==> config.mk <==
export PLATFORM = sky130hd
export DESIGN_NAME = sensor_reply_frame_checker_unit
export DESIGN_NICKNAME = d
export VERILOG_FILES = /design/src/rtl/srfc_pkg.sv /design/src/rtl/srfc_frame_assembler.sv /design/src/rtl/srfc_result_reg.sv /design/src/rtl/sensor_reply_frame_checker_unit.sv
export SDC_FILE = /design/constraint.sdc
export NUM_CORES = 1
export LEC_CHECK = 0
export ABC_AREA = 1
export ABC_CLOCK_PERIOD_IN_PS = 10700
export BUFFER_PORTS_ARGS = -buffer_cell sky130_fd_sc_hd__buf_2
export CORE_MARGIN = 3
export CORE_UTILIZATION = 32
export CTS_CLUSTER_DIAMETER = 80
export DETAILED_ROUTE_END_ITERATION = 16
export PLACE_DENSITY = 0.5
export SETUP_SLACK_MARGIN = 0.1
export SKIP_LAST_GASP = 1
export SYNTH_ARGS = -nofsm -noshare
export SYNTH_HDL_FRONTEND = slang
export SYNTH_HIERARCHICAL = 1
export SYNTH_SLANG_ARGS = --single-unit
==> constraint.sdc <==
create_clock -name clk -period 10.7 [get_ports clk]
set_clock_uncertainty 0.15 [all_clocks]
set_input_delay 2.14 -clock clk [delete_from_list [all_inputs] [get_ports clk]]
set_output_delay 2.14 -clock clk [all_outputs]
set_load 0.05 [all_outputs]
==> src/rtl/srfc_pkg.sv <==
package srfc_pkg;

    // Frame layout.
    localparam int FRAME_LENGTH = 9;
    localparam int POS_W        = 4;
    localparam int STORE_DEPTH  = FRAME_LENGTH - 1;
    localparam int STORE_IDX_W  = $clog2(STORE_DEPTH);
    localparam logic [7:0] HEADER_BYTE = 8'hFF;
    localparam logic [POS_W-1:0] LAST_POS = POS_W'(FRAME_LENGTH - 1);

    // Input operation codes.
    localparam logic OP_BYTE    = 1'b0;
    localparam logic OP_TIMEOUT = 1'b1;

    // Result status codes.
    localparam logic [1:0] STATUS_OK       = 2'd0;
    localparam logic [1:0] STATUS_CHECKSUM = 2'd1;
    localparam logic [1:0] STATUS_MISMATCH = 2'd2;
    localparam logic [1:0] STATUS_TIMEOUT  = 2'd3;

    // One result: status and frame bytes 1 to 7 (element 0 holds byte 1).
    typedef struct packed {
        logic [1:0]      status;
        logic [6:0][7:0] frame;
    } result_t;

endpackage

==> src/rtl/srfc_frame_assembler.sv <==
module srfc_frame_assembler (
    input  logic             clk,
    input  logic             rst_n,
    input  logic             accept,
    input  logic             operation,
    input  logic [7:0]       rx_byte,
    input  logic [7:0]       expected_command,
    output logic             result_valid,
    output srfc_pkg::result_t result
);
    import srfc_pkg::*;

    logic [POS_W-1:0] byte_position_reg;
    logic [POS_W-1:0] byte_position_next;
    logic [7:0]       running_sum_reg;
    logic [7:0]       running_sum_next;
    logic [7:0]       frame_bytes_reg [STORE_DEPTH];
    logic             frame_done;
    logic             store_byte;
    logic [7:0]       check_byte;

    // The ninth byte, or any position past the store, closes the frame.
    assign frame_done = (byte_position_reg >= LAST_POS);
    assign store_byte = accept && (operation == OP_BYTE) && !frame_done;
    assign check_byte = 8'(8'd0 - running_sum_reg);

    // Position and checksum update for each accepted transaction.
    always_comb
    begin
        byte_position_next = byte_position_reg;
        running_sum_next   = running_sum_reg;
        if (accept)
        begin
            if (operation == OP_TIMEOUT || frame_done)
            begin
                byte_position_next = '0;
                running_sum_next   = '0;
            end
            else
            begin
                byte_position_next = byte_position_reg + POS_W'(1);
                if (byte_position_reg != '0)
                begin
                    running_sum_next = running_sum_reg + rx_byte;
                end
            end
        end
    end

    always_ff @(posedge clk or negedge rst_n)
    begin
        if (!rst_n)
        begin
            byte_position_reg <= '0;
            running_sum_reg   <= '0;
        end
        else
        begin
            byte_position_reg <= byte_position_next;
            running_sum_reg   <= running_sum_next;
        end
    end

    // Frame byte store; contents are meaningful only once written.
    always_ff @(posedge clk)
    begin
        if (store_byte)
        begin
            frame_bytes_reg[byte_position_reg[STORE_IDX_W-1:0]] <= rx_byte;
        end
    end

    // Result for a timeout or a completed frame.
    always_comb
    begin
        result_valid = accept && (operation == OP_TIMEOUT || frame_done);
        result       = '0;
        if (operation == OP_TIMEOUT)
        begin
            result.status = STATUS_TIMEOUT;
        end
        else
        begin
            if (frame_bytes_reg[0] != HEADER_BYTE || frame_bytes_reg[1] != expected_command)
            begin
                result.status = STATUS_MISMATCH;
            end
            else if (rx_byte != check_byte)
            begin
                result.status = STATUS_CHECKSUM;
            end
            else
            begin
                result.status = STATUS_OK;
            end
            for (int k = 0; k < STORE_DEPTH - 1; k++)
            begin
                result.frame[k] = frame_bytes_reg[k + 1];
            end
        end
    end

endmodule

==> src/rtl/srfc_result_reg.sv <==
module srfc_result_reg (
    input  logic              clk,
    input  logic              rst_n,
    input  logic              load,
    input  srfc_pkg::result_t load_data,
    input  logic              out_ready,
    output logic              out_valid,
    output logic              take_ready,
    output srfc_pkg::result_t out_data
);
    import srfc_pkg::*;

    logic    out_valid_reg;
    logic    out_valid_next;
    result_t out_data_reg;

    // A new transaction may enter while the held result is being taken.
    assign take_ready = !out_valid_reg || out_ready;

    always_comb
    begin
        out_valid_next = out_valid_reg;
        if (load)
        begin
            out_valid_next = 1'b1;
        end
        else if (out_ready)
        begin
            out_valid_next = 1'b0;
        end
    end

    always_ff @(posedge clk or negedge rst_n)
    begin
        if (!rst_n)
        begin
            out_valid_reg <= 1'b0;
        end
        else
        begin
            out_valid_reg <= out_valid_next;
        end
    end

    // Result payload register.
    always_ff @(posedge clk)
    begin
        if (load)
        begin
            out_data_reg <= load_data;
        end
    end

    assign out_valid = out_valid_reg;
    assign out_data  = out_data_reg;

endmodule

==> src/rtl/sensor_reply_frame_checker_unit.sv <==
// Sensor reply frame checker: takes one serial byte or timeout per transaction and, on the
// ninth byte of a frame or on a timeout, returns one result with a status (ok, checksum
// error, header or command mismatch, timeout), the echoed command and payload bytes 2 to 7.
// A transaction is taken every cycle that in_ready is high; a result appears at the output
// register in the cycle after the transaction that causes it, and in_ready drops only while
// a result is held in that register and out_ready is low.
module sensor_reply_frame_checker_unit (
    input  logic       clk,
    input  logic       rst_n,
    input  logic       in_valid,
    output logic       in_ready,
    input  logic       operation,
    input  logic [7:0] rx_byte,
    input  logic [7:0] expected_command,
    output logic       out_valid,
    input  logic       out_ready,
    output logic [1:0] status,
    output logic [7:0] echoed_command,
    output logic [7:0] payload_2,
    output logic [7:0] payload_3,
    output logic [7:0] payload_4,
    output logic [7:0] payload_5,
    output logic [7:0] payload_6,
    output logic [7:0] payload_7
);
    import srfc_pkg::*;

    logic    accept;
    logic    result_valid;
    result_t result;
    result_t held;

    assign accept = in_valid && in_ready;

    // Frame collection and checking.
    srfc_frame_assembler u_assembler (
        .clk              (clk),
        .rst_n            (rst_n),
        .accept           (accept),
        .operation        (operation),
        .rx_byte          (rx_byte),
        .expected_command (expected_command),
        .result_valid     (result_valid),
        .result           (result)
    );

    // Output register.
    srfc_result_reg u_result (
        .clk        (clk),
        .rst_n      (rst_n),
        .load       (result_valid),
        .load_data  (result),
        .out_ready  (out_ready),
        .out_valid  (out_valid),
        .take_ready (in_ready),
        .out_data   (held)
    );

    assign status         = held.status;
    assign echoed_command = held.frame[0];
    assign payload_2      = held.frame[1];
    assign payload_3      = held.frame[2];
    assign payload_4      = held.frame[3];
    assign payload_5      = held.frame[4];
    assign payload_6      = held.frame[5];
    assign payload_7      = held.frame[6];

endmodule

==> flow_metrics.py, run 1 <==
metrics = {
    "timing": {
        "setup_tns_ns": 0,
        "relSlewSlack_pct": 28.1,
        "rsz0062_at_grt": "false",
        "min_period_ns": 4.88,
        "setup_viol": 0,
        "max_freq_mhz": 205,
        "final_max_slew_viol_count": 0,
        "fin_crit_sh_pct": 45.6,
        "hold_slack_ns": 0.367,
        "worst_pin_slew_ns": 1.07,
        "finalHoldViolations": 0,
        "setup_ws_ns": 5.82,
    },
    "global_route": {
        "grt_pass1_wl_mm": 16.7,
        "grt_pass1_vias": 3214,
        "grt_usage_pct": 12.2,
        "antenna_found_initial": 0,
        "grt_overflow": 0,
        "grt_max_degree": 59,
    },
    "critical_path": {
        "r2r_slack_ns": 8.28,
        "rr_startpoint": "u_result/out_valid",
        "crit_fanout": 3,
        "end_kind": "output port",
        "cp-start-kind": "input port",
        "endpoint": "in_ready",
        "critical_path.top_delay_family": "buffers and inverters",
        "startpoint": "out_ready",
        "critPathMostFrequentCell": "buf_2",
        "cp_num_cells": 4,
        "crit_buf_inv": 3,
        "required_ns": 8.41,
        "cp_slowest_cell": "buf_2",
        "reg2reg_depth": 7,
        "slowest_delay_ns": 0.27,
        "r2r-end": "u_assembler/frame_bytes_reg[6][1]",
        "path_cells": "buf_2 -> inv_1 -> nand2_2 -> buf_2",
        "crit_type": "in2out",
        "worstPathArrival_ns": 2.59,
    },
    "routing": {
        "wl_mm": 10.5,
        "drt_first_pass_iters": 6,
        "ant_nets": 0,
        "first_iter_violations": 151,
        "drc": 0,
        "vias": 3239,
        "wl_per_cell_um": 13.7,
        "vias_per_cell": 4.20,
    },
    "final_layout": {
        "largest_reg_flops": 64,
        "drive_above_1_share_pct": 21.6,
        "area_growth_pct": 21.9,
        "fill_cells": 1601,
        "nNetsFinal": 574,
        "regArea_sq_mm": 0.00399,
        "antenna_cells": 0,
        "multi_input_area_sq_mm": 0.00110,
        "finish.instance_area_sq_mm": 0.00662,
    },
    "synth": {
        "yosysWarningCount": 6,
        "synth_area_sq_mm": 0.00543,
        "ys_ff_latch": 135,
        "ys_seq_area_share_pct": 73.5,
        "synth_area_per_cell_sq_um": 12.1,
        "synth_cells": 447,
        "ys_types": 28,
        "async_reset_ff_share_pct": 9.63,
        "synth-edff-count": 122,
        "synthFlopType": "edfxtp_1",
        "synth_fp_nets": 479,
    },
    "pwr": {
        "p_clk_share_pct": 36.0,
        "switchingPower_mw": 0.406,
        "p_per_area_mw_per_mm2": 215,
        "internal-power_mw": 1.01,
        "power_frac_seq_pct": 44.9,
        "p_leak_nw": 2.83,
        "power_mw": 1.42,
        "power_frac_comb_pct": 19.1,
        "peakVddDrop_mv": 0.121,
        "power_switching_share_pct": 28.6,
    },
    "floorplan": {
        "fp-row-count": 46,
        "design.core.area_sq_mm": 0.0162,
        "io_pins": 81,
        "die_area_sq_mm": 0.0186,
        "die_w_um": 136,
        "die_h_um": 136,
        "initial_core_util_pct": 33.4,
    },
    "place": {
        "routabilityCongestion": 0.813,
        "portBuffers": 80,
        "dp_slack_ns": 5.81,
        "place_area_sq_mm": 0.00609,
        "hpwl_mm": 7.06,
    },
    "flow_run": {
        "maxCapViolCount": 0,
    },
    "clock_tree": {
        "cts_root_buf": "clkbuf_16",
        "clk_path_buf_depth": 2,
        "holdBufCountCts": 0,
        "cts.sinks": 135,
        "clk_pin_slew_ns": 0.06,
        "cts_buffers": 17,
        "worstSkewPairLatency_ns": 0.41,
        "cts_resized": 0,
        "htreeDepth": 4,
        "post_cts_buffers": 0,
        "cts_tree": "yes",
    },
    "min_path": {
        "hold_class": "reg2reg",
    },
    "run_status": {
        "outcome": "finished clean",
    },
}
stage by stage:
step | cells | utilization [%]
CTS | 771 | 40.8
finish | 771 | 40.8
detailed placement | 739 | 37.5
global route | 771 | 40.8
global placement | 739 | 37.5
floorplan | 447 | -
area by class of cell:
class | instances | share of cell area (%)
Sequential cell | 135 | 60.3
Multi-Input combinational cell | 220 | 16.6
Clock buffer | 19 | 6.54
Timing Repair Buffer | 82 | 6.28
Inverter | 86 | 4.88
Tap cell | 216 | 4.09
Clock inverter | 13 | 1.34
worst min path at each step:
stage	from	endpoint	slack, ns	cells past startpoint
after global placement	u_result/out_valid	u_result/out_valid	0.34	2
final	u_result/out_valid	u_result/out_valid	0.37	2
after global routing	u_assembler/running_sum_reg[7]	u_assembler/running_sum_reg[7]	0.39	2
after floorplan	u_assembler/running_sum_reg[7]	u_assembler/running_sum_reg[7]	0.33	2
after CTS	u_assembler/running_sum_reg[7]	u_assembler/running_sum_reg[7]	0.37	2
after detailed placement	u_result/out_valid	u_result/out_valid	0.35	2
routing by layer:
metal / routed length, um / track usage (%) / vias to the layer above
li1: - / - / 1652
met1: 4870 / 15.7 / 1487
met2: 4950 / 18.7 / 82
met3: 503 / 3.55 / 18
met4: 223 / 6.55 / 0
met5: 0 / 0 / -
Yosys cell counts, types with 2 or more instances:
cell        n  area share (%)
o21ai_1     5            0.46
xor2_1      3            0.48
xnor2_1     7             1.1
edfxtp_1  122              67
nand4_1     5            0.58
o22ai_1     7            0.81
nand2_1    69             4.8
clkbuf_1    2            0.14
inv_2       5            0.35
ha_1       10             2.3
nand3_1    11             1.0
nor2_1     80             5.5
o21ai_0     4            0.37
dfrtp_1    13             6.0
buf_2       4            0.37
inv_1      81             5.6
nand2_2     3            0.35
a21oi_1     6            0.55
power groups by stage:
stage                     Sequential (mW)  Combinational (mW)  Clock [mW]
final                               0.637               0.271       0.511
after global routing                0.642               0.308       0.547
after CTS                           0.637               0.274       0.526
after detailed placement            0.648               0.273           0
after global placement              0.647               0.268           0
after floorplan                     0.678               0.176           0
worst reg2reg max path, cell delays in order, from the launching register on:
cell and delay [ns]:
dfrtp_1 0.39, nand2_2 0.09, nand2_1 0.06, inv_1 0.15, nand2_1 0.12, inv_2 0.10
nand2_1 0.12, nor3_1 0.84
cells by family (layout without fill, tap and decap cells):
group	after synthesis	after routing	share of synthesized area, %
AND/OR/NAND/NOR	174	174	13.1
flip-flops	135	135	73.5
buffers and inverters	92	200	6.45
AO/OA/AOI/OAI	25	25	2.67
adder cells (fa/ha/maj)	11	11	2.67
XOR/XNOR	10	10	1.61
cells in the final DEF, fill, tap and decap left out, drive strengths merged, types with 9 or more instances in the layout:
cell / count
nor2: 82
edfxtp: 122
clkinv: 10
clkbuf: 19
nand2: 72
nand3: 11
inv: 86
ha: 10
o21ai: 9
buf: 82
dfrtp: 13
No activity file was read; power rests on OpenSTA's default activity.
==> run 2: changes to the inputs <==
--- a/config.mk
+++ b/config.mk
@@ -6,13 +6,13 @@
 export NUM_CORES = 1
 export LEC_CHECK = 0
 export ABC_AREA = 1
-export ABC_CLOCK_PERIOD_IN_PS = 10700
+export ABC_CLOCK_PERIOD_IN_PS = 4059
 export BUFFER_PORTS_ARGS = -buffer_cell sky130_fd_sc_hd__buf_2
 export CORE_MARGIN = 3
 export CORE_UTILIZATION = 32
 export CTS_CLUSTER_DIAMETER = 80
 export DETAILED_ROUTE_END_ITERATION = 16
-export PLACE_DENSITY = 0.5
+export PLACE_DENSITY = 0.52
 export SETUP_SLACK_MARGIN = 0.1
 export SKIP_LAST_GASP = 1
 export SYNTH_ARGS = -nofsm -noshare
==> constraint.sdc (replaced) <==
create_clock -name clk -period 4.06 [get_ports clk]
set_clock_uncertainty 0.15 [all_clocks]
set_input_delay 0.812 -clock clk [delete_from_list [all_inputs] [get_ports clk]]
set_output_delay 0.812 -clock clk [all_outputs]
set_load 0.05 [all_outputs]
==> run 2 against run 1 <==
  * Highest routed layer unchanged
  * Clock power rose to 3.2 times the previous value
  * Cell area rose by 2.0%
  * Largest power group unchanged
  * Cell count increased by 0.13%
  * First-iteration DRC count fell by 5.3%
  * Sequential share of layout area decreased by 1.2 points
==> flow_metrics.py, run 2 (synthesis gave the netlist of run 1 again) <==
metrics = {
    "run_status": {
        "outcome": "finished clean",
    },
    "timing": {
        "relSlewSlack_pct": 39.1,
        "setup_tns_ns": 0,
        "setup_viol": 0,
        "max_freq_mhz": 411,
        "rsz0062_at_grt": "false",
        "worst_pin_slew_ns": 0.911,
        "min_period_ns": 2.43,
        "fin_crit_sh_pct": 60.0,
        "finalHoldViolations": 0,
        "final_max_slew_viol_count": 0,
    },
    "critical_path": {
        "crit_type": "in2reg",
        "end_kind": "flop",
        "path_cells": "buf_2 -> inv_1 -> nand2_2 -> nand2_1 -> inv_1 -> inv_1 -> nor2_4 -> buf_12",
        "critical_path.top_delay_family": "simple AND/OR/NAND/NOR gates",
        "required_ns": 4.02,
        "crit_fanout": 34,
        "cp_slowest_cell": "nor2_4",
        "slowest_delay_ns": 0.73,
        "cp_num_cells": 8,
        "reg2reg_depth": 6,
        "crit_buf_inv": 5,
        "r2r-end": "u_result/out_data[40]",
        "cp-start-kind": "input port",
        "r2r_slack_ns": 1.72,
        "worstPathArrival_ns": 2.40,
        "critPathMostFrequentCell": "inv_1",
        "rr_startpoint": "u_result/out_valid",
    },
    "routing": {
        "wl_mm": 10.6,
        "ant_nets": 0,
        "drt_first_pass_iters": 5,
        "wl_per_cell_um": 13.7,
        "vias": 3280,
        "vias_per_cell": 4.25,
        "drc": 0,
        "first_iter_violations": 143,
    },
    "clock_tree": {
        "clk_path_buf_depth": 2,
        "cts.sinks": 135,
        "cts_root_buf": "clkbuf_16",
        "post_cts_buffers": 0,
        "cts_buffers": 17,
        "cts_tree": "yes",
        "holdBufCountCts": 0,
        "htreeDepth": 4,
        "clk_pin_slew_ns": 0.06,
        "cts_resized": 0,
        "worstSkewPairLatency_ns": 0.42,
    },
    "place": {
        "place_area_sq_mm": 0.00611,
        "portBuffers": 80,
        "hpwl_mm": 7.09,
        "routabilityCongestion": 0.850,
    },
    "floorplan": {
        "design.core.area_sq_mm": 0.0162,
        "die_w_um": 136,
        "initial_core_util_pct": 33.4,
        "io_pins": 81,
        "die_h_um": 136,
        "die_area_sq_mm": 0.0186,
        "fp-row-count": 46,
    },
    "final_layout": {
        "layout_commonest_cell": "edfxtp_1",
        "antenna_cells": 0,
        "fill_cells": 1555,
        "final_cell_mix": "122 x edfxtp_1, 81 x inv_1, 80 x buf_2",
        "nNetsFinal": 575,
        "finish.utilization_pct": 41.6,
        "area_growth_pct": 24.3,
        "largest_reg_flops": 64,
        "drive_above_1_share_pct": 22.7,
        "finish.instance_area_sq_mm": 0.00675,
    },
    "global_route": {
        "grt_pass1_wl_mm": 17.0,
        "grt_pass1_vias": 3242,
        "grt_max_degree": 58,
        "grt_overflow": 0,
        "antenna_found_initial": 0,
        "grt_usage_pct": 12.5,
    },
    "min_path": {
        "hold_class": "in2async",
    },
    "pwr": {
        "p_leak_nw": 2.89,
        "power_frac_seq_pct": 41.8,
        "p_clk_share_pct": 40.5,
        "peakVddDrop_mv": 0.312,
        "p_per_area_mw_per_mm2": 596,
        "power_switching_share_pct": 27.2,
        "switchingPower_mw": 1.10,
        "power_frac_comb_pct": 17.8,
        "internal-power_mw": 2.93,
    },
    "flow_run": {
        "maxCapViolCount": 0,
    },
}
-- run 2: cell types whose count changed in the layout (fill, tap and decap cells not counted), sizes merged --
cell      previous run  this run
clkinv              10         7
clkbuf              19        17
bufinv               1         5
buf                 82        83
clkinvlp             2         3
-- run 2: routing by layer --
layer | GRT usage, % | up-vias | wire [um]
met5 | 0 | - | 0
met4 | 5.77 | 0 | 211
met3 | 4.29 | 17 | 563
met2 | 19.3 | 85 | 4960
met1 | 16.0 | 1524 | 4840
li1 | - | 1654 | -
-- run 2: how the worst max path moves through the flow --
stage	slack [ns]	endpoint	startpoint
floorplan	0.58	u_result/out_data[0]	out_ready
global placement	1.26	u_result/out_data[9]	out_ready
detailed placement	1.19	u_result/out_data[14]	out_ready
CTS	1.63	u_result/out_data[14]	out_ready
global route	1.46	u_result/out_data[9]	out_ready
finish	1.63	u_result/out_data[40]	out_ready
-- run 2: worst reg2reg max path: stages (launching register included) --
cell and delay, ns:
dfrtp_1 0.39, nand2_2 0.09, nand2_1 0.08, inv_1 0.16, inv_1 0.12, nor2_4 0.73
buf_12 0.30
-- run 2: power groups by stage --
stage | Clock, mW | Sequential [mW] | Combinational (mW)
floorplan | 0 | 1.79 | 0.464
global placement | 0 | 1.71 | 0.710
detailed placement | 0 | 1.71 | 0.716
CTS | 1.66 | 1.68 | 0.719
global route | 1.73 | 1.69 | 0.825
finish | 1.63 | 1.68 | 0.714
-- run 2: metrics by stage --
step                cells  worst slack (ns)  hold slack (ns)  power (mW)
finish                772              1.63            0.144        4.02
global route          772              1.46            0.148        4.25
CTS                   772              1.63            0.135        4.06
detailed placement    740              1.19            0.350        2.42
global placement      740              1.26            0.341        2.42
floorplan             447             0.579            0.329        2.25
-- run 2: layout make-up --
class                      instances  area (sq um)  share of cell area (%)
tap                              216           270                    4.01
clock buffer                      17           425                    6.30
clock inverter                    15           209                    3.10
timing repair buffer              83           435                    6.45
sequential                       135          3990                    59.1
inverter                          86           323                    4.78
multi-input combinational        220          1100                    16.2
